$ cat config.mk
export PLATFORM = sky130hd
export DESIGN_NAME = mapt_engine
export DESIGN_NICKNAME = d
export VERILOG_FILES = /design/src/design/mapt_pkg.sv /design/src/design/mapt_engine.sv
export SDC_FILE = /design/constraint.sdc
export NUM_CORES = 1
export LEC_CHECK = 0
export BUFFER_PORTS_ARGS = -buffer_cell sky130_fd_sc_hd__clkbuf_2
export CAP_MARGIN = 30
export CORE_MARGIN = 5
export CORE_UTILIZATION = 45
export DETAILED_ROUTE_END_ITERATION = 7
export GPL_TIMING_DRIVEN = 0
export PLACE_DENSITY = 0.8
export REMOVE_ABC_BUFFERS = 1
export SLEW_MARGIN = 0
export SYNTH_ARGS = -nofsm -noshare
export SYNTH_HDL_FRONTEND = slang
export SYNTH_SLANG_ARGS = --single-unit
export TNS_END_PERCENT = 30
$ cat constraint.sdc
create_clock -name clock -period 7.85 [get_ports clock]
set_input_delay 1.57 -clock clock [delete_from_list [all_inputs] [get_ports clock]]
set_output_delay 1.57 -clock clock [all_outputs]
set_load 0.03 [all_outputs]
$ cat src/design/mapt_pkg.sv
// Shared types, codes and helpers for the memory address pattern tester.
// No dependencies.
package mapt_pkg;

   localparam int DEPTH_DEFAULT       = 1024;
   localparam int MAX_REPORTS_DEFAULT = 63;

   localparam int WORD_W   = 64;
   localparam int INDEX_W  = 10;
   localparam int COUNT_W  = 11;
   localparam int LEVEL_W  = 2;
   localparam int STATUS_W = 3;
   localparam int MODE_W   = 2;
   localparam int REPS_W   = 6;

   localparam logic [COUNT_W-1:0] WORDS_RESET = 11'd1024;

   localparam logic [MODE_W-1:0] MODE_FILL   = 2'd0;
   localparam logic [MODE_W-1:0] MODE_WRITE  = 2'd1;
   localparam logic [MODE_W-1:0] MODE_CHECK  = 2'd2;
   localparam logic [MODE_W-1:0] MODE_SEARCH = 2'd3;

   localparam logic [STATUS_W-1:0] ST_OK       = 3'd0;
   localparam logic [STATUS_W-1:0] ST_NOTFOUND = 3'd1;
   localparam logic [STATUS_W-1:0] ST_MEMERR   = 3'd2;
   localparam logic [STATUS_W-1:0] ST_REPORT   = 3'd3;
   localparam logic [STATUS_W-1:0] ST_SUMMARY  = 3'd4;

   localparam logic [LEVEL_W-1:0] LVL_NONE     = 2'd0;
   localparam logic [LEVEL_W-1:0] LVL_NOTFOUND = 2'd1;
   localparam logic [LEVEL_W-1:0] LVL_MEMERR   = 2'd2;

   typedef struct packed {
      logic                valid;
      logic [STATUS_W-1:0] status;
      logic [INDEX_W-1:0]  index;
      logic [COUNT_W-1:0]  error_count;
      logic [LEVEL_W-1:0]  error_level;
      logic                last;
   } mapt_rsp_type;

   function automatic logic [LEVEL_W-1:0] level_max(input logic [LEVEL_W-1:0] a,
                                                    input logic [LEVEL_W-1:0] b);
      return (a > b) ? a : b;
   endfunction

   function automatic mapt_rsp_type make_rsp(input logic [STATUS_W-1:0] status,
                                             input logic [INDEX_W-1:0]  index,
                                             input logic [COUNT_W-1:0]  count,
                                             input logic [LEVEL_W-1:0]  level,
                                             input logic                last);
      mapt_rsp_type r;
      r.valid       = 1'b1;
      r.status      = status;
      r.index       = index;
      r.error_count = count;
      r.error_level = level;
      r.last        = last;
      return r;
   endfunction

endpackage

$ cat src/design/mapt_engine.sv
// Test sequencer: fill, single write, linear check and binary search over the word RAM.
// Depends on mapt_pkg; drives the ports of one mapt_ram.
module mapt_engine #(
   parameter int DEPTH       = mapt_pkg::DEPTH_DEFAULT,
   parameter int MAX_REPORTS = mapt_pkg::MAX_REPORTS_DEFAULT,
   localparam int AW = (DEPTH > 1) ? $clog2(DEPTH) : 1,
   localparam int CW = AW + 1
) (
   input  logic                                  clock,
   input  logic                                  reset,
   input  logic                                  start,
   output logic                                  busy,
   input  logic [mapt_pkg::MODE_W-1:0]           mode,
   input  logic [mapt_pkg::INDEX_W-1:0]          address,
   input  logic [mapt_pkg::WORD_W-1:0]           data,
   input  logic [CW-1:0]                         words,
   input  logic                                  filled_clr,
   output logic                                  ram_wr_en,
   output logic [AW-1:0]                         ram_wr_addr,
   output logic [mapt_pkg::WORD_W-1:0]           ram_wr_data,
   output logic                                  ram_rd_en,
   output logic [AW-1:0]                         ram_rd_addr,
   input  logic [mapt_pkg::WORD_W-1:0]           ram_rd_data,
   output mapt_pkg::mapt_rsp_type                rsp
);
   import mapt_pkg::*;

   typedef enum logic [2:0] {
      S_IDLE,
      S_WRITE,
      S_FILL,
      S_CHECK,
      S_PROBE,
      S_COMPARE
   } state_type;

   state_type           state_ff, state_in;
   logic [MODE_W-1:0]   mode_ff, mode_in;
   logic [INDEX_W-1:0]  addr_ff, addr_in;
   logic [WORD_W-1:0]   data_ff, data_in;
   logic [CW-1:0]       cnt_ff, cnt_in;
   logic                pv_ff, pv_in;
   logic [AW-1:0]       pidx_ff, pidx_in;
   logic [CW-1:0]       low_ff, low_in;
   logic [CW-1:0]       end_ff, end_in;
   logic [AW-1:0]       mid_ff, mid_in;
   logic [COUNT_W-1:0]  errs_ff, errs_in;
   logic [REPS_W-1:0]   reps_ff, reps_in;
   logic                filled_ff, filled_in;
   logic [LEVEL_W-1:0]  level_ff, level_in;
   mapt_rsp_type        rsp_ff, rsp_in;
   logic [CW-1:0]       mid_calc;

   assign mid_calc = low_ff + ((end_ff - CW'(1) - low_ff) >> 1);

   always_comb begin
      state_in    = state_ff;
      mode_in     = mode_ff;
      addr_in     = addr_ff;
      data_in     = data_ff;
      cnt_in      = cnt_ff;
      pv_in       = pv_ff;
      pidx_in     = pidx_ff;
      low_in      = low_ff;
      end_in      = end_ff;
      mid_in      = mid_ff;
      errs_in     = errs_ff;
      reps_in     = reps_ff;
      filled_in   = filled_ff;
      level_in    = level_ff;
      rsp_in      = rsp_ff;
      rsp_in.valid = 1'b0;
      ram_wr_en   = 1'b0;
      ram_wr_addr = cnt_ff[AW-1:0];
      ram_wr_data = WORD_W'(cnt_ff);
      ram_rd_en   = 1'b0;
      ram_rd_addr = cnt_ff[AW-1:0];

      case (state_ff)
         S_IDLE: begin
            if (start) begin
               mode_in = mode;
               addr_in = address;
               data_in = data;
               cnt_in  = '0;
               pv_in   = 1'b0;
               errs_in = '0;
               reps_in = '0;
               low_in  = '0;
               end_in  = words;
               case (mode)
                  MODE_FILL:  state_in = S_FILL;
                  MODE_WRITE: state_in = S_WRITE;
                  MODE_CHECK: state_in = filled_ff ? S_CHECK : S_FILL;
                  default:    state_in = filled_ff ? S_PROBE : S_FILL;
               endcase
            end
         end
         S_WRITE: begin
            if (32'(addr_ff) < 32'(DEPTH)) begin
               ram_wr_en   = 1'b1;
               ram_wr_addr = AW'(addr_ff);
               ram_wr_data = data_ff;
            end
            rsp_in   = make_rsp(ST_OK, '0, '0, level_ff, 1'b1);
            state_in = S_IDLE;
         end
         S_FILL: begin
            ram_wr_en = 1'b1;
            cnt_in    = cnt_ff + CW'(1);
            if (cnt_ff == words - CW'(1)) begin
               filled_in = 1'b1;
               cnt_in    = '0;
               case (mode_ff)
                  MODE_FILL: begin
                     rsp_in   = make_rsp(ST_OK, '0, '0, level_ff, 1'b1);
                     state_in = S_IDLE;
                  end
                  MODE_CHECK: state_in = S_CHECK;
                  default:    state_in = S_PROBE;
               endcase
            end
         end
         S_CHECK: begin
            if (cnt_ff != words) begin
               ram_rd_en = 1'b1;
               cnt_in    = cnt_ff + CW'(1);
               pv_in     = 1'b1;
               pidx_in   = cnt_ff[AW-1:0];
            end else begin
               pv_in = 1'b0;
            end
            if (pv_ff) begin
               if (ram_rd_data != WORD_W'(pidx_ff)) begin
                  errs_in  = (errs_ff == '1) ? errs_ff : errs_ff + COUNT_W'(1);
                  level_in = level_max(level_ff, LVL_MEMERR);
                  if (reps_ff < REPS_W'(MAX_REPORTS)) begin
                     reps_in = reps_ff + REPS_W'(1);
                     rsp_in  = make_rsp(ST_REPORT, INDEX_W'(pidx_ff), errs_in,
                                        level_in, 1'b0);
                  end
               end
            end else if (cnt_ff == words) begin
               rsp_in   = make_rsp(ST_SUMMARY, '0, errs_ff, level_ff, 1'b1);
               state_in = S_IDLE;
            end
         end
         S_PROBE: begin
            if (low_ff < end_ff) begin
               mid_in      = mid_calc[AW-1:0];
               ram_rd_en   = 1'b1;
               ram_rd_addr = mid_calc[AW-1:0];
               state_in    = S_COMPARE;
            end else begin
               level_in = level_max(level_ff, LVL_NOTFOUND);
               rsp_in   = make_rsp(ST_NOTFOUND, '0, '0, level_in, 1'b1);
               state_in = S_IDLE;
            end
         end
         S_COMPARE: begin
            if (ram_rd_data != WORD_W'(mid_ff)) begin
               level_in = level_max(level_ff, LVL_MEMERR);
               rsp_in   = make_rsp(ST_MEMERR, '0, '0, level_in, 1'b1);
               state_in = S_IDLE;
            end else if (ram_rd_data == data_ff) begin
               rsp_in   = make_rsp(ST_OK, INDEX_W'(mid_ff), '0, level_ff, 1'b1);
               state_in = S_IDLE;
            end else begin
               if (ram_rd_data < data_ff) begin
                  low_in = CW'(mid_ff) + CW'(1);
               end else begin
                  end_in = CW'(mid_ff);
               end
               state_in = S_PROBE;
            end
         end
         default: begin
            state_in = S_IDLE;
         end
      endcase

      if (filled_clr) begin
         filled_in = 1'b0;
      end
   end

   always_ff @(posedge clock) begin
      mode_ff <= mode_in;
      addr_ff <= addr_in;
      data_ff <= data_in;
      cnt_ff  <= cnt_in;
      pidx_ff <= pidx_in;
      low_ff  <= low_in;
      end_ff  <= end_in;
      mid_ff  <= mid_in;
      errs_ff <= errs_in;
      reps_ff <= reps_in;
      if (reset) begin
         state_ff  <= S_IDLE;
         pv_ff     <= 1'b0;
         filled_ff <= 1'b0;
         level_ff  <= LVL_NONE;
         rsp_ff    <= '0;
      end else begin
         state_ff  <= state_in;
         pv_ff     <= pv_in;
         filled_ff <= filled_in;
         level_ff  <= level_in;
         rsp_ff    <= rsp_in;
      end
   end

   assign busy = (state_ff != S_IDLE);
   assign rsp  = rsp_ff;

endmodule

After elaboration in Yosys (flattened, before gate mapping)

Index checks and enable logic that the tools add are counted.

Add/subtract/negate cells: 8
Order comparisons: 5
Equal/unequal tests: 34
Multiplexer cells: 61
Reductions and logical operators: 24

Operators with widths:

| operator                                            | number |
|---|---|
| 2-to-1 mux 28 bit                                   | 9 |
| 2-to-1 mux 11 bit                                   | 13 |
| one-hot mux 28 bit (5 select lines)                 | 1 |
| inequality test 64 x 10 -> 1 bit                    | 2 |
| one-hot mux 11 bit (2 select lines)                 | 3 |
| == test 64 bit                                      | 1 |
| less-than comparator 64 bit                         | 1 |
| 2-to-1 mux 64 bit                                   | 1 |
| one-hot mux 11 bit (3 select lines)                 | 1 |
| 2-to-1 mux 10 bit                                   | 3 |
| inequality test 2 bit (second input constant)       | 15 |
| 2-to-1 mux 3 bit                                    | 8 |
| 2-to-1 mux 6 bit                                    | 4 |
| adder 11 x 1 -> 11 bit (second input constant)      | 2 |
| == test 11 bit                                      | 2 |
| subtractor 11 x 1 -> 11 bit (second input constant) | 2 |
| AND reduction 5 bit                                 | 4 |
| one-hot mux 3 bit (5 select lines)                  | 1 |
| 2-to-1 mux 2 bit                                    | 6 |
| inequality test 3 bit (second input constant)       | 4 |
| one-hot mux 6 bit (2 select lines)                  | 1 |
| adder 10 x 1 -> 11 bit (second input constant)      | 1 |
| == test 11 bit (second input constant)              | 1 |
| less-than comparator 11 bit                         | 1 |
| other kinds (27)                                    | 45 |

Register bits: 181
Input bits: 155
Output and inout bits: 115
Logic and storage cells: 152

Logic depth before layout (Yosys ltp)

Depth after elaboration: 6
Gate-level depth with buffers: 17
Mapped depth without buffers: 17

Worst setup path before layout

No wires, ideal clock.

Path kind: register -> output
Start: reg low_ff[1]
End: out ram_rd_addr[9]
Arrival time: 3.298 ns
Data required time: 6.280 ns
Slack: 2.982 ns
Cell stages (with the launch flop): 16
Buffers on the path: 0
Path through: edfxtp_1 > inv_1 > ha_1 > and3b_1 > o21a_1 > o21a_1 > o21a_1 > o21a_1 > o21a_1 > nor2_1 > xnor2_1 > ha_1 > o41ai_1 > o21ai_0 > xnor2_1 > mux2_2

Word-level cells in the longest chain between the ends: 4
Elaborated cells on any way between the ends: 5
Those cells by class: add/sub (2); order compare (1); mux (2)

Ends and longest elaborated chain:

| what                   | line               | RTL |
|---|---|---|
| from (decl)            | mapt_engine.sv:44  | `logic [CW-1:0] low_ff, low_in;` |
| from (signal assigned) | mapt_engine.sv:193 | `low_ff <= low_in;` |
| subtractor 11 bit      | mapt_engine.sv:54  | `assign mid_calc = low_ff + ((end_ff - CW'(1) - low_ff) >> 1);` |
| adder 10 bit *         | mapt_engine.sv:54  |  |
| named net mid_calc[9]  | mapt_engine.sv:52  | `logic [CW-1:0] mid_calc;` |
| 2-to-1 mux 10 bit *    | mapt_engine.sv:149 | `if (low_ff < end_ff) begin` |
| 2-to-1 mux 10 bit *    | mapt_engine.sv:79  | `case (state_ff)` |
| to (decl)              | mapt_engine.sv:22  | `output logic [AW-1:0] ram_rd_addr,` |

The timed path passes the listed nets; every way through them passes the cells marked *.

Worst setup path after layout

Ends and elaborated chain as after synthesis.

==> run summary <==
Gates resized during post-CTS repair numbered 0. The top achievable clock speed came out at 0.1682 GHz. The global-route usage over all layers came out at 23.47%.

The analysis attributes to cell leakage a power of 5.907 nW. The starting density of the core came out at 45.55%. Data on the critical path is required at its endpoint by 6.28 ns. The filler cells instantiated in the layout total 2183. The via count normalized by instance count came out at 5.643.

0 antenna diodes ended up in the layout. The overall die height is 166.7 um. The number of cell rows is 57.

Counting flops with an async set or reset pin after synthesis yields a share of 0%. The minimum clock period after layout is 5.945 ns. For the worst-skew pair, the clock arrives at the later sink with an insertion delay of 0.44 ns. The number of synthesized flops with an enable pin is 146. The tightest hold path in the finished design has a slack of 0.4573 ns.

After global routing the overflow that remains totals 0. For this run, the leading register cell type out of synthesis is edfxtp_1. In this run the remaining antenna-violating nets after routing total 0. The power density of the placed cells came out at 251.1 nW/um^2.

The die covers 27780 sq um. The sequential fraction of the synthesis area is 46.04%. The flow ran to the end, and the final reports show no timing, DRC or antenna violations.

By area the synthesized netlist is led by edfxtp_1 (40%), ha_1 (11%), dfxtp_1 (6.3%). During placement, the flow inserted port buffers numbering 269. The hold path startpoint is rsp[8]. For this run, the post-layout net count is 1647.

The clock transition time at the flip-flop clock pins of the worst setup and hold paths is 0.08 ns. The area of the mapped netlist came out at 11050 sq um. The top cell type's share of synthesized area came out at 39.69%. The largest fanout on the critical path is 5.

The hold-fix buffer count after cts came out at 0. The post-route cell area is 13300 sq um. Setup repair after global routing left no endpoint under its margin.

The setup path with the least slack is of type reg2out. The launch point of the worst path is low_ff[1]. edfxtp_1 takes more of the synthesized area than any other cell. The maximum clock skew at final layout came out at 0.01647 ns. The final setup violation count came out at 0. From synthesis to final layout, the design area changed by 20.41%. In this run the number of H-tree levels came out at 4. The post-CTS repair timing setup buffer count came out at 0. The share of cells above drive strength 1 came out at 23.61%. The die is 166.7 um wide. The met1 global-route usage came out at 27.93%.

In this run the critical register-to-register path is launched from low_ff[9]. The number of buffers added by the clock tree synthesis step is 17. The cell area after placement came out at 12710 sq um. The vias after detailed routing is 9763.

The count of yosys warnings during synthesis came out at 0. Headroom to the max-slew limit came out at 33.64%. The worst slack after detailed placement is 2.413 ns. The maximum buffer depth of the clock tree is 2. The post-synthesis area per instance is 9.655 sq um. The overall routed net length is 33.59 mm. The post-route clock period utilization is 75.73%. The total half-perimeter wirelength after legalization and detailed placement came out at 26.99 mm. The final count of pins violating max slew is 0. The global-route track usage on met3 came out at 5.120%. In the routed design, unresolved DRC markers number 0. The maximum ir drop on the vdd rail came out at 178.6 uV. Entering global routing, the biggest net connects 54 pins. The routed length per instance came out at 19.42 um. Max-cap violations in this run came to 0. The met2 usage in global routing came out at 41.86%. After synthesis the netlist holds a flip-flop and latch count of 181. 270 I/O pins were placed.

The worst-margin pin slew is 0.9900 ns. The number of antenna violations at the first check in global routing came out at 0. Leaving out fill and tap cells, the most frequent cells in the layout are clkbuf_2 (269), nor2_1 (153), edfxtp_1 (146). Synthesis produced a netlist whose cell count is 1144.

The core region area came out at 24250 sq um. The accumulated negative setup slack is 0 ns. The path class of the tightest hold or removal check is reg2reg. The number of detailed-route iterations in the first pass came out at 5. The number of failing hold endpoints at the final stage came out at 0.

The commonest non-fill, non-tap cell in the layout is clkbuf_2. The number of global-route vias before repair came out at 9464. TritonCTS built the clock tree. The worst setup path is launched from a flip-flop. The arrival time reported for the critical path endpoint is 4.37 ns.

The post-route worst setup slack is 1.905 ns. The DRC violation total after the first TritonRoute iteration is 750. The clock sink count came out at 181. The busiest layer in global routing is met2. The first-pass GRT wire length is 51.96 mm. The sort of element at the end of the critical path is an output pin. At the end of routability-driven placement, the weighted congestion stood at 0.9659.

The synthesized netlist contains 67 unique library cells. The tree is rooted in a clkbuf_16.
==> sequential cells by signal, indices dropped and copies added, names as in the netlist, named ones only <==
signal,count
addr_ff,10
cnt_ff,11
state_ff,3
pv_ff,1
pidx_ff,10
data_ff,64
mid_ff,10
errs_ff,11
reps_ff,6
low_ff,11
mode_ff,2
filled_ff,1
rsp,28
level_ff,1
end_ff,11
==> synth_stat cells (6+ instances only) <==
cell,instances
a211oi_1,6
a21o_1,6
a21oi_1,46
a222oi_1,16
a31oi_1,7
and3_1,14
clkbuf_1,37
dfxtp_1,35
edfxtp_1,146
ha_1,97
inv_1,100
mux2_2,8
nand2_1,119
nand2b_1,7
nand3_1,29
nand4_1,34
nor2_1,153
nor2b_1,7
nor3_1,22
nor4_1,26
o21a_1,14
o21ai_0,47
xnor2_1,42
xor2_1,38
==> cell type report <==
type / count / area (sq um) / area share [%]
clock buffers: 18 / 429.2 / 3.227
flip-flops and latches: 181 / 5085 / 38.23
well taps: 324 / 405.4 / 3.048
clock inverters: 14 / 151.4 / 1.138
inverters: 101 / 381.6 / 2.869
repair buffers: 276 / 1453 / 10.92
multi-input cells: 816 / 5395 / 40.56
==> worst max-delay path, cell delays in order, from the launching register on <==
cell	delay [ns]
edfxtp_1	0.49
inv_1	0.08
ha_1	0.31
and3b_1	0.18
o21a_1	0.18
o21a_1	0.18
o21a_1	0.19
o21a_1	0.19
o21a_1	0.18
nor2_1	0.11
xnor2_1	0.09
ha_1	0.23
o41ai_1	0.59
o21ai_0	0.22
xnor2_1	0.31
mux2_2	0.22
clkbuf_2	0.20
==> path summary, 6_finish.rpt <==
kind	end	slack, ns	cells after the start
worst min register to register	rsp[8]	0.46	2
worst max-delay path	ram_rd_addr[9]	1.91	16
worst max register to register	rsp[10]	4.10	11
worst min-delay path	rsp[8]	0.46	2
==> through the flow <==
step	cells	power (mW)	utilization [%]
floorplan	1098	2.082	-
global placement	1691	2.442	51.96
detailed placement	1697	2.487	52.43
CTS	1729	3.342	54.82
global route	1730	3.510	54.85
finish	1730	3.339	54.85
==> metal layers <==
| layer | vias to the layer above | part of all wire, % |
|---|---|---|
| li1 | 4613 | - |
| met1 | 4647 | 39 |
| met2 | 429 | 51 |
| met3 | 74 | 6.6 |
| met4 | 0 | 3.3 |
| met5 | - | 0 |
==> kinds of logic after synthesis <==
logic type      share of synthesized area (%)
compound gates                          11.24
xor+xnor                                6.343
fa+ha+maj                               11.35
buf+inv                                 5.222
flops                                   46.04
mux                                    0.9969
simple gates                            18.82
==> power by group <==
part | internal (mW) | leakage, nW | total, mW | switching [mW]
combinational | 0.399 | 3.94 | 1.15 | 0.751
sequential | 1.21 | 1.69 | 1.33 | 0.124
clock | 0.449 | 0.274 | 0.857 | 0.409
total | 2.06 | 5.91 | 3.34 | 1.28
No activity file was read; power rests on OpenSTA's default activity.
